<file path="src/rtl/drum_note_velocity_bar_meter_top_assert.svh">
// ----------------------------------------------------------------------------
// drum note velocity bar meter assertion macros
// concurrent check helpers used at the end of the top level
// ----------------------------------------------------------------------------
`ifndef DRUM_NOTE_VELOCITY_BAR_METER_TOP_ASSERT_SVH
`define DRUM_NOTE_VELOCITY_BAR_METER_TOP_ASSERT_SVH

// same-cycle implication
`define DNVB_ASSERT_IMPLY(label, clk, rst_n, cond, expr, msg) \
    label: assert property (@(posedge clk) disable iff (!rst_n) (cond) |-> (expr)) \
        else $error(msg);

// next-cycle implication
`define DNVB_ASSERT_NEXT(label, clk, rst_n, cond, expr, msg) \
    label: assert property (@(posedge clk) disable iff (!rst_n) (cond) |=> (expr)) \
        else $error(msg);

`endif

</file>
<file path="src/rtl/dnvb_pkg.sv">
// ----------------------------------------------------------------------------
// dnvb_pkg
// shared constants, types and functions of the drum note velocity bar meter
// ----------------------------------------------------------------------------
`default_nettype none

package dnvb_pkg;

    // ring size and bar scale
    localparam int NUM_BARS   = 64;
    localparam int FULL_WIDTH = 192;

    localparam int IDX_W   = $clog2(NUM_BARS);
    localparam int LEVEL_W = 7;
    localparam int WIDTH_W = 8;
    localparam int GROUP_W = 7;

    localparam logic [IDX_W-1:0]   LAST_SLOT  = IDX_W'(NUM_BARS - 1);
    localparam logic [GROUP_W-1:0] PASS_ALL   = 7'd127;
    localparam int                 LEVEL_MAX  = 127;
    localparam logic [LEVEL_W-1:0] DECAY_STEP = 7'd4;

    // floor(x / LEVEL_MAX) as (x * RECIP) >> DIV_SHIFT, exact for x < 2^22 / 125
    localparam int          DIV_SHIFT = 22;
    localparam longint      RECIP     = ((64'd1 << DIV_SHIFT) + LEVEL_MAX - 1) / LEVEL_MAX;
    localparam logic [31:0] WIDTH_MUL = 32'(FULL_WIDTH * RECIP);

    // drum groups
    typedef enum logic [1:0] {
        GRP_KICK_SNARE = 2'd0,
        GRP_TOM_CRASH  = 2'd1,
        GRP_HAT_RIDE   = 2'd2,
        GRP_NONE       = 2'd3
    } drum_group_t;

    typedef enum logic [0:0] {
        ST_IDLE = 1'b0,
        ST_SCAN = 1'b1
    } scan_state_t;

    // note-on / frame tick
    localparam logic MODE_NOTE = 1'b0;
    localparam logic MODE_TICK = 1'b1;

    function automatic drum_group_t group_of_pitch(input logic [6:0] p);
        drum_group_t g;
        unique case (p) inside
            7'd36, 7'd38, 7'd40:
                g = GRP_KICK_SNARE;
            7'd43, 7'd45, 7'd47, 7'd48, 7'd49, 7'd50, 7'd52, 7'd55, 7'd57, 7'd58:
                g = GRP_TOM_CRASH;
            7'd22, 7'd26, 7'd42, 7'd44, 7'd46, 7'd51, 7'd53, 7'd59:
                g = GRP_HAT_RIDE;
            default:
                g = GRP_NONE;
        endcase
        return g;
    endfunction

endpackage

`default_nettype wire

</file>
<file path="src/rtl/drum_note_velocity_bar_meter_top.sv">
// ----------------------------------------------------------------------------
// drum_note_velocity_bar_meter_top
// drum note velocity ring with per-frame bar output and level decay
// ----------------------------------------------------------------------------
// note-on words (mode 0) are filtered by drum group and, when passed, store
// their velocity in the next slot of a NUM_BARS-entry level memory and mark
// a redraw; a note-on gives no output. a frame tick (mode 1) with a redraw
// pending walks the memory from slot 0 up, giving one output word per slot
// (index, width = floor(FULL_WIDTH*level/127), last flag) and writing each
// level back decayed by 4 with a floor at 0. the walk is a read-modify-write
// on the single-port level memory with one read in flight at a time, and
// output stalls hold the walk. a tick with nothing pending starts no walk.
// no input word is taken during a walk. per-slot valid flops, cleared by
// reset, make the memory read as zero until a slot is written, so there is
// no clearing pass after reset. group_filter is to be written through
// cfg_we/cfg_wdata while idle; the block itself does not enforce this.
`default_nettype none

module drum_note_velocity_bar_meter_top
    import dnvb_pkg::*;
(
    input  wire logic               clk,
    input  wire logic               rst_n,

    // input words
    input  wire logic               in_valid,
    output logic                    in_ready,
    input  wire logic               mode,
    input  wire logic [6:0]         pitch,
    input  wire logic [LEVEL_W-1:0] velocity,

    // output words
    output logic                    out_valid,
    input  wire logic               out_ready,
    output logic [IDX_W-1:0]        bar_index,
    output logic [WIDTH_W-1:0]      bar_width,
    output logic                    last_bar,

    // group filter register
    input  wire logic               cfg_we,
    input  wire logic [GROUP_W-1:0] cfg_wdata
);

    // level memory and per-slot written flags
    logic [LEVEL_W-1:0] level_mem [NUM_BARS];
    logic [NUM_BARS-1:0] written_reg;

    // control state
    scan_state_t        state_reg, state_next;
    logic [GROUP_W-1:0] filter_reg;
    logic [IDX_W-1:0]   write_slot_reg, write_slot_next;
    logic               pending_reg, pending_next;
    logic [IDX_W-1:0]   scan_idx_reg, scan_idx_next;
    logic               issue_done_reg, issue_done_next;

    // read stage
    logic               rd_vld_reg;
    logic [IDX_W-1:0]   rd_idx_reg;
    logic [LEVEL_W-1:0] rd_level_reg;
    logic               rd_hit_reg;

    // output register
    logic               out_valid_reg, out_valid_next;
    logic [IDX_W-1:0]   out_idx_reg;
    logic [WIDTH_W-1:0] out_width_reg;
    logic               out_last_reg;

    logic               in_fire, note_fire, tick_fire, note_pass;
    drum_group_t        note_group;
    logic               issue;
    logic [LEVEL_W-1:0] cur_level, decayed;
    logic               level_alive;
    logic [31:0]        width_prod;
    logic [WIDTH_W-1:0] width_val;
    logic               mem_we;
    logic [IDX_W-1:0]   mem_waddr;
    logic [LEVEL_W-1:0] mem_wdata;

    // ---------------------------------------------------------------- input

    assign in_fire    = in_valid && in_ready;
    assign note_group = group_of_pitch(pitch);
    assign note_pass  = (filter_reg == PASS_ALL)
                     || ((note_group != GRP_NONE) && (filter_reg == GROUP_W'(note_group)));
    assign note_fire  = in_fire && (mode == MODE_NOTE) && note_pass;
    assign tick_fire  = in_fire && (mode == MODE_TICK);

    assign write_slot_next = (write_slot_reg == LAST_SLOT) ? '0 : write_slot_reg + 1'b1;

    // ------------------------------------------------------------ fsm

    always_comb
    begin
        state_next = state_reg;
        unique case (state_reg)
            ST_IDLE:
            begin
                if (tick_fire && pending_reg)
                    state_next = ST_SCAN;
            end
            ST_SCAN:
            begin
                // stay until the last read has been written back
                if (rd_vld_reg && (rd_idx_reg == LAST_SLOT))
                    state_next = ST_IDLE;
            end
            default:
                state_next = ST_IDLE;
        endcase
    end

    always_comb
    begin
        in_ready = 1'b0;
        issue    = 1'b0;
        unique case (state_reg)
            ST_IDLE:
                in_ready = 1'b1;
            ST_SCAN:
                // one read in flight; its data lands on a free output register
                issue = !issue_done_reg && !rd_vld_reg && (!out_valid_reg || out_ready);
            default:
            begin
                in_ready = 1'b0;
                issue    = 1'b0;
            end
        endcase
    end

    // ------------------------------------------------------- scan counter

    always_comb
    begin
        scan_idx_next   = scan_idx_reg;
        issue_done_next = issue_done_reg;
        if (tick_fire && pending_reg)
        begin
            scan_idx_next   = '0;
            issue_done_next = 1'b0;
        end
        else if (issue)
        begin
            if (scan_idx_reg == LAST_SLOT)
                issue_done_next = 1'b1;
            else
                scan_idx_next = scan_idx_reg + 1'b1;
        end
    end

    // ------------------------------------------------- level and bar math

    assign cur_level   = rd_hit_reg ? rd_level_reg : '0;
    assign level_alive = (cur_level >= DECAY_STEP);
    assign decayed     = level_alive ? (cur_level - DECAY_STEP) : '0;
    assign width_prod  = 32'(cur_level) * WIDTH_MUL;
    assign width_val   = WIDTH_W'(width_prod >> DIV_SHIFT);

    // redraw flag: set by a passed note or a surviving level, cleared by the tick
    always_comb
    begin
        pending_next = pending_reg;
        if (note_fire)
            pending_next = 1'b1;
        else if (tick_fire)
            pending_next = 1'b0;
        else if (rd_vld_reg && level_alive)
            pending_next = 1'b1;
    end

    // note writes happen only in idle, write-backs only during a walk
    always_comb
    begin
        mem_we    = 1'b0;
        mem_waddr = write_slot_next;
        mem_wdata = velocity;
        if (note_fire)
        begin
            mem_we    = 1'b1;
            mem_waddr = write_slot_next;
            mem_wdata = velocity;
        end
        else if (rd_vld_reg)
        begin
            mem_we    = 1'b1;
            mem_waddr = rd_idx_reg;
            mem_wdata = decayed;
        end
    end

    always_comb
    begin
        out_valid_next = out_valid_reg;
        if (rd_vld_reg)
            out_valid_next = 1'b1;
        else if (out_ready)
            out_valid_next = 1'b0;
    end

    // -------------------------------------------------------------- memory

    always_ff @(posedge clk)
    begin
        if (mem_we)
            level_mem[mem_waddr] <= mem_wdata;
        if (issue)
            rd_level_reg <= level_mem[scan_idx_reg];
    end

    // ------------------------------------------------------------ registers

    always_ff @(posedge clk or negedge rst_n)
    begin
        if (!rst_n)
        begin
            state_reg      <= ST_IDLE;
            filter_reg     <= PASS_ALL;
            write_slot_reg <= LAST_SLOT;
            pending_reg    <= 1'b0;
            scan_idx_reg   <= '0;
            issue_done_reg <= 1'b1;
            rd_vld_reg     <= 1'b0;
            written_reg    <= '0;
            out_valid_reg  <= 1'b0;
        end
        else
        begin
            state_reg      <= state_next;
            pending_reg    <= pending_next;
            scan_idx_reg   <= scan_idx_next;
            issue_done_reg <= issue_done_next;
            rd_vld_reg     <= issue;
            out_valid_reg  <= out_valid_next;
            if (cfg_we)
                filter_reg <= cfg_wdata;
            if (note_fire)
                write_slot_reg <= write_slot_next;
            if (mem_we)
                written_reg[mem_waddr] <= 1'b1;
        end
    end

    // read stage and output payload
    always_ff @(posedge clk)
    begin
        if (issue)
        begin
            rd_idx_reg <= scan_idx_reg;
            rd_hit_reg <= written_reg[scan_idx_reg];
        end
        if (rd_vld_reg)
        begin
            out_idx_reg   <= rd_idx_reg;
            out_width_reg <= width_val;
            out_last_reg  <= (rd_idx_reg == LAST_SLOT);
        end
    end

    assign out_valid = out_valid_reg;
    assign bar_index = out_idx_reg;
    assign bar_width = out_width_reg;
    assign last_bar  = out_last_reg;

    // ----------------------------------------------------------- assertions

`include "drum_note_velocity_bar_meter_top_assert.svh"

    `DNVB_ASSERT_IMPLY(a_land_free, clk, rst_n, rd_vld_reg, (!out_valid_reg || out_ready), "read data lands on a busy output word")
    `DNVB_ASSERT_IMPLY(a_no_wr_clash, clk, rst_n, in_ready, !rd_vld_reg, "write-back while input words are taken")
    `DNVB_ASSERT_NEXT(a_read_order, clk, rst_n, issue, (rd_vld_reg && (rd_idx_reg == $past(scan_idx_reg))), "read stage lost its slot index")

endmodule

`default_nettype wire
</file>
<file path="config.mk">
export PLATFORM = sky130hd
export DESIGN_NAME = drum_note_velocity_bar_meter_top
export DESIGN_NICKNAME = d
export VERILOG_FILES = /design/src/rtl/dnvb_pkg.sv /design/src/rtl/drum_note_velocity_bar_meter_top.sv
export VERILOG_INCLUDE_DIRS = /design/src /design/src/rtl
export SDC_FILE = /design/constraint.sdc
export NUM_CORES = 1
export LEC_CHECK = 0
export BUFFER_PORTS_ARGS = -buffer_cell sky130_fd_sc_hd__buf_4
export CAP_MARGIN = 20
export CORE_MARGIN = 2
export CORE_UTILIZATION = 60
export DETAILED_ROUTE_END_ITERATION = 8
export PLACE_DENSITY = 0.73
export SYNTH_ARGS = -nofsm -noshare
export SYNTH_HDL_FRONTEND = slang
export SYNTH_SLANG_ARGS = --single-unit
</file>
<file path="constraint.sdc">
create_clock -name clk -period 6.6 [get_ports clk]
set_clock_uncertainty 0.1 [all_clocks]
set_input_delay 0.33 -clock clk [delete_from_list [all_inputs] [get_ports clk]]
set_output_delay 0.33 -clock clk [all_outputs]
set_load 0.005 [all_outputs]
</file>
==> Yosys cells after proc, flatten, opt, wreduce, memory -nomap -nowiden <==
Memories as Yosys holds them, arrays and structs flattened. A register that Yosys moved wholly into a read port is not among the register bits.
Cells that the tools add are included.
{ "word_totals": {"ramBits": 448, "out_inout_bits": 17, "in_bits": 27, "mem_count": 1, "regBits": 110, "wordCells": 111} }
{ "classes": {"n_addsub": 3, "bitwise_logic": 3, "mux": 32, "mul": 1, "reduce_logical": 25, "n_lt_le_gt_ge": 4, "eq_ne": 28} }
{ "mem_list": {"columns": ["memory", "words", "width", "rd", "rd_ports_with_merged_regs", "wr", "line_no", "text"], "rows": [
  ["level_mem", 64, 7, 1, 1, 1, "drum_note_velocity_bar_meter_top.sv:45", "logic [LEVEL_W-1:0] level_mem [NUM_BARS];"]
]} }
{ "ops": {"columns": ["cell", "n"], "rows": [
  ["$eq 7x6->1 const B", 19],
  ["$or 64x64->64", 1],
  ["$mux 6", 6],
  ["$mux 7", 4],
  ["$mul 7x17->24 const B", 1],
  ["$eq 6x6->1 const B", 3],
  ["$mux 1", 18],
  ["$eq 7x5->1 const B", 2],
  ["$lt 6x7->1 const B", 2],
  ["$add 6x1->6 const B", 2],
  ["$logic_and 1x1->1", 11],
  ["$reduce_or 10->1", 1],
  ["$reduce_or 8->1", 1],
  ["$eq 7x2->1", 1],
  ["$eq 7x7->1 const B", 1],
  ["$ge 7x3->1 const B", 1],
  ["$sub 7x3->7 const B", 1],
  ["$bmux 1 s6", 1],
  ["$demux 1 s6", 1],
  ["$ge 6x1->1 const B", 1],
  ["$pmux 2 s3", 1],
  ["$reduce_bool 2->1", 3],
  ["$ne 2x2->1 const B", 2],
  ["$reduce_and 2->1", 2],
  ["other kinds (6)", 10]
]} }

==> Depth between registers and ports, before layout <==
{ "depth": {"ltp_word": 13, "depth_mapped": 15, "mapped_depth_nobuf": 15} }

==> Least setup slack after synthesis <==
OpenSTA, ideal clock, no wires.
{ "synth_timing": {"kind": "input-to-reg", "from": "input port pitch[1]", "to": "memory level_mem[0][3] (data pin)", "setup_ns": 0.720, "path_buffers": 2, "required_time_ns": 5.780, "path_slack_ns": 1.244, "arrival_time_ns": 4.536, "stages": 9, "cell_sequence": "buf_2 o21ai_0 nor4_1 nor3b_1 o31ai_2 a211o_4 nand2_2 buf_1 o31ai_1"} }
{ "synth_between": {"elab_chain_len": 8, "word_cells_on_any_way": 31, "cone_classes": "eq/ne: 23; mux: 2; reduce/logical: 6"} }
{ "synth_rtl": {"columns": ["element", "line_no", "text"], "rows": [
  ["from (decl)", "drum_note_velocity_bar_meter_top.sv:29", "input wire logic [6:0] pitch,"],
  ["$eq 7x6->1 or $eq 7x5->1 (tied branches)", "drum_note_velocity_bar_meter_top.sv:82", "assign note_group = group_of_pitch(pitch);"],
  ["$reduce_or 10->1, or another cell as far along", "dnvb_pkg.sv:47", "unique case (p) inside"],
  ["$pmux 2 s3 *", "dnvb_pkg.sv:47", null],
  ["$eq 7x2->1 or $ne 2x2->1 (tied branches)", "drum_note_velocity_bar_meter_top.sv:84", "|| ((note_group != GRP_NONE) && (filter_reg == GROUP_W'(note_group)));"],
  ["$logic_and 1x1->1 *", "drum_note_velocity_bar_meter_top.sv:84", null],
  ["$logic_or 1x1->1 *", "drum_note_velocity_bar_meter_top.sv:84", null],
  ["$logic_and 1x1->1 *", "drum_note_velocity_bar_meter_top.sv:85", "assign note_fire = in_fire && (mode == MODE_NOTE) && note_pass;"],
  ["$mux 7 *", "drum_note_velocity_bar_meter_top.sv:176", "if (note_fire)"],
  ["named net mem_wdata[3]", "drum_note_velocity_bar_meter_top.sv:77", "logic [LEVEL_W-1:0] mem_wdata;"],
  ["to (decl)", "drum_note_velocity_bar_meter_top.sv:45", null]
]} }
Mark *: on every way through the listed nets, which the timed path passes. The rest lies on a longest branch.

==> Worst setup path in the final report <==
{ "layout_timing": {"from": "register rd_hit_reg", "to": "register out_width_reg[4], in the netlist bar_width[4] (data pin)"} }
{ "layout_between": {"elab_chain_len": 2} }
{ "layout_rtl": {"columns": ["element", "line_no", "text"], "rows": [
  ["from (decl)", "drum_note_velocity_bar_meter_top.sv:60", "logic rd_hit_reg;"],
  ["from (signal assigned)", "drum_note_velocity_bar_meter_top.sv:248", "rd_hit_reg <= written_reg[scan_idx_reg];"],
  ["$mux 7", "drum_note_velocity_bar_meter_top.sv:152", "assign cur_level = rd_hit_reg ? rd_level_reg : '0;"],
  ["$mul 7x17->24", "drum_note_velocity_bar_meter_top.sv:155", "assign width_prod = 32'(cur_level) * WIDTH_MUL;"],
  ["named net width_prod[26]", "drum_note_velocity_bar_meter_top.sv:73", "logic [31:0] width_prod;"],
  ["to (signal assigned)", "drum_note_velocity_bar_meter_top.sv:253", "out_width_reg <= width_val;"],
  ["to (decl)", "drum_note_velocity_bar_meter_top.sv:65", "logic [WIDTH_W-1:0] out_width_reg;"]
]} }
The timed path passes the listed nets, and every way through them passes these cells.
A chain may end at the register's enable or synchronous reset.

==> metrics.md <==
| Metric | Value |
|---|---|
| Switching power total | 3960 uW |
| Starting Density | 60.5% |
| Ys Warns | 0 |
| Top cells by area, synth | edfxtp_1, mux4_2, dfrtp_1 |
| Largest net degree at the start of global routing | 77 |
| Cell count after synthesis | 1265 |
| TritonCTS Sinks | 565 |
| Mapped Area | 24000 um^2 |
| Crit. End Element | register |
| Vias in the first global route | 12600 |
| Share of post-route cells with drive strength above 1 | 28.8% |
| Gate power share | 32.5% |
| Unique masters post-synth | 70 |
| Vias per inst | 6.36 |
| Hold Path Sink | issue_done_reg |
| Top Ports | 44 |
| Layout Area Growth over Synthesis | 12.8% |
| Core area | 39600 um^2 |
| WL/cell | 26.2 um |
| Finish-stage setup viols | 0 |
| DR vias | 12200 |
| Area occupied by multi-input gates | 7100 um^2 |
| Area after DPL | 25000 um^2 |
| Final Hold Violating Endpoints | 0 |
| Die X | 204 um |
| Max reg flops | 448 |
| Min-Delay Path Class | primary input to register |
| Initial antenna violation count | 1 |
| Final Wtd Congestion | 0.851 |
| Worst hold start | in_valid |
| Pwr dens | 461 nW/um^2 |
| Fmax | 256 MHz |
| Post-synthesis register bit count | 565 |
| Clock share of power | 26.3% |
| Count leader, synth | edfxtp_1 |
| R2r setup slk | 2.69 ns |
| Num CTS Buffers | 55 |
| Register Area | 16600 um^2 |
| Resized cells post-CTS | 0 |
| # DRC | 0 |
| Max Root-Sink Buffers | 3 |
| Total internal power | 8500 uW |
| Slew HR | 26.0% |
| Post-DP HPWL | 30.3 mm |
| Pleak | 0.00925 uW |
| Worst skew pair latency | 0.60 ns |
| Max-cap violations | 0 |
| VDD IR max | 0.000402 V |
| Die height | 204 um |
| Crit path time final | 3.91 ns |
| GRT overflow | 0 |
| Cell taking the most area after synthesis | edfxtp_1 |
| Site Rows | 73 |
| Initial drt markers | 1364 |
| Post-synth top cells | edfxtp_1, mux4_2, dfrtp_1, nor2_1, o21bai_1 |
| Post-synth EDFFs | 477 |
| Final max-slew violation count | 0 |
| Net Sw Frac | 31.8% |
| WL final | 50.1 mm |
| Worst hold stages | 3 |
| Nets | 1418 |
| Async SR Flop Fraction | 15.6% |
| Crit Path Class | register to register |
| Final period util | 59.2% |
| Seq/Total Area, Yosys | 69.0% |
| Detail Route Antenna Nets | 0 |
| Post-synth net total | 1342 |
| Run status | complete, no violations |
| Port Buffers | 43 |
| Main synth FF type | edfxtp_1 |
| Root Driver | clkbuf_16 |
| Crit-path max FO | 7 |
| Fillcell total | 2502 |
| CP required | 6.85 ns |
| GRT Resource Usage Total | 25.3% |
| Slew @ Worst Pin | 1.10 ns |
| Die footprint | 41600 um^2 |
| H-Tree Depth | 2 |
| R2R cell count | 13 |
| CTS tree | done |
| FF-to-FF End | bar_width[4] |
| Area share of the largest cell type after synthesis | 59.7% |
| First-pass GRT wire length | 77.5 mm |
| RSZ-0062 raised after global routing | false |
| Mean Syn Cell Area | 19.0 um^2 |
| Reg power frac | 41.2% |
| Finished Cell Area | 27100 um^2 |
| CTS clk-pin slew, worst paths | 0.07 ns |
| Startpoint type of the worst setup path | register |
| Worst r2r src | rd_hit_reg |
| CP arrival | 4.16 ns |
| Setup Total Neg Slack | 0 ns |
| TritonRoute pass-1 iters | 7 |
| Ant diodes | 0 |
-- how the worst max path moves through the flow --
stage	to	slack, ns	cells after the start	startpoint
6_report	bar_width[4]	2.69	13	rd_hit_reg
5_1_grt	bar_width[4]	2.39	13	rd_hit_reg
4_1_cts	bar_width[4]	2.71	13	rd_hit_reg
3_5_place_dp	level_mem[23][4]	2.52	11	pitch[2]
3_3_place_gp	level_mem[39][0]	2.54	11	pitch[2]
2_1_floorplan	level_mem[0][3]	1.24	9	pitch[1]
-- metal layers --
metal  track usage [%]  vias to the layer above  part of all wire [%]
li1                  -                     5263                     -
met1              36.3                     6382                    42
met2              39.1                      440                    47
met3              5.55                       85                   7.7
met4              9.03                        2                   3.1
met5                 0                        -                 0.026
-- per-stage QoR --
stage          total power (uW)  std cells  worst slack (ns)  util (%)  hold slack (ns)
6_report                  12500       1913              2.69      68.3            0.207
2_1_floorplan              7820       1265              1.24         -          -0.0656
3_5_place_dp               9260       1791              2.52      63.0            0.296
3_3_place_gp               9160       1790              2.54      63.0            0.288
4_1_cts                   12600       1913              2.71      68.3            0.185
5_1_grt                   13000       1913              2.39      68.3            0.201
-- layout by cell type, fill, tap and decap left out, types with 5 or more instances in the layout --
cell	n
o21ai_0	14
clkbuf_1	12
dfrtp_1	71
nor2_2	8
buf_4	72
nand2b_1	8
nand4_1	6
ha_1	48
nor3_1	19
nand3b_1	6
o21bai_1	54
nand3_1	9
bufinv_16	8
nor2b_1	5
dfstp_2	14
inv_1	25
nor2_1	73
nand2_1	35
a21oi_1	14
and3_1	8
clkinv_2	12
mux2_2	10
xor2_1	9
mux4_2	168
clkbuf_8	8
edfxtp_1	477
nor3b_1	6
dlygate4sd3_1	18
o31ai_1	10
o31ai_4	7
clkbuf_16	56
clkinv_1	5
xnor2_1	11
-- kinds of logic (layout without fill, tap and decap cells) --
kind of cell	count (synthesis)	in the layout	share of synthesized area, %
adder cells (fa/ha/maj)	50	50	2.67
multiplexers	186	186	16.8
AND/OR/NAND/NOR	202	202	4.21
buffers and inverters	97	220	1.86
flip-flops	565	565	69.0
XOR/XNOR	20	20	0.730
AO/OA/AOI/OAI	145	145	4.78
-- power groups by stage --
stage               clock (uW)  sequential (uW)  combinational, uW
finish                    3270             5130               4050
global route              3460             5190               4370
CTS                       3320             5140               4090
detailed placement           0             5210               4060
global placement             0             5190               3960
floorplan                    0             5050               2760
-- critical path, stage by stage (launching register included) --
cell and delay [ns]:
edfxtp_1 0.49, nand2_1 0.23, inv_1 0.15, ha_1 0.22, ha_1 0.19, ha_1 0.30
ha_1 0.29, ha_1 0.31, a2111oi_0 0.39, o211ai_1 0.23, a21boi_0 0.35, nor2b_1 0.11
o21ai_0 0.21, xnor2_1 0.10
-- repair_timing --
item                      4_1_cts  5_1_grt
hold endpoints to repair       21        0
buffers inserted                0        0
hold buffers                   18        0
-- layout make-up --
class                      instances  area share (%)
timing repair buffer              91            2.74
tap                              525            2.43
multi-input combinational        603            26.2
sequential                       565            61.2
clock buffer                      76            5.75
inverter                          25           0.347
clock inverter                    28            1.30
Note: power is estimated with default switching activity, not from simulation.
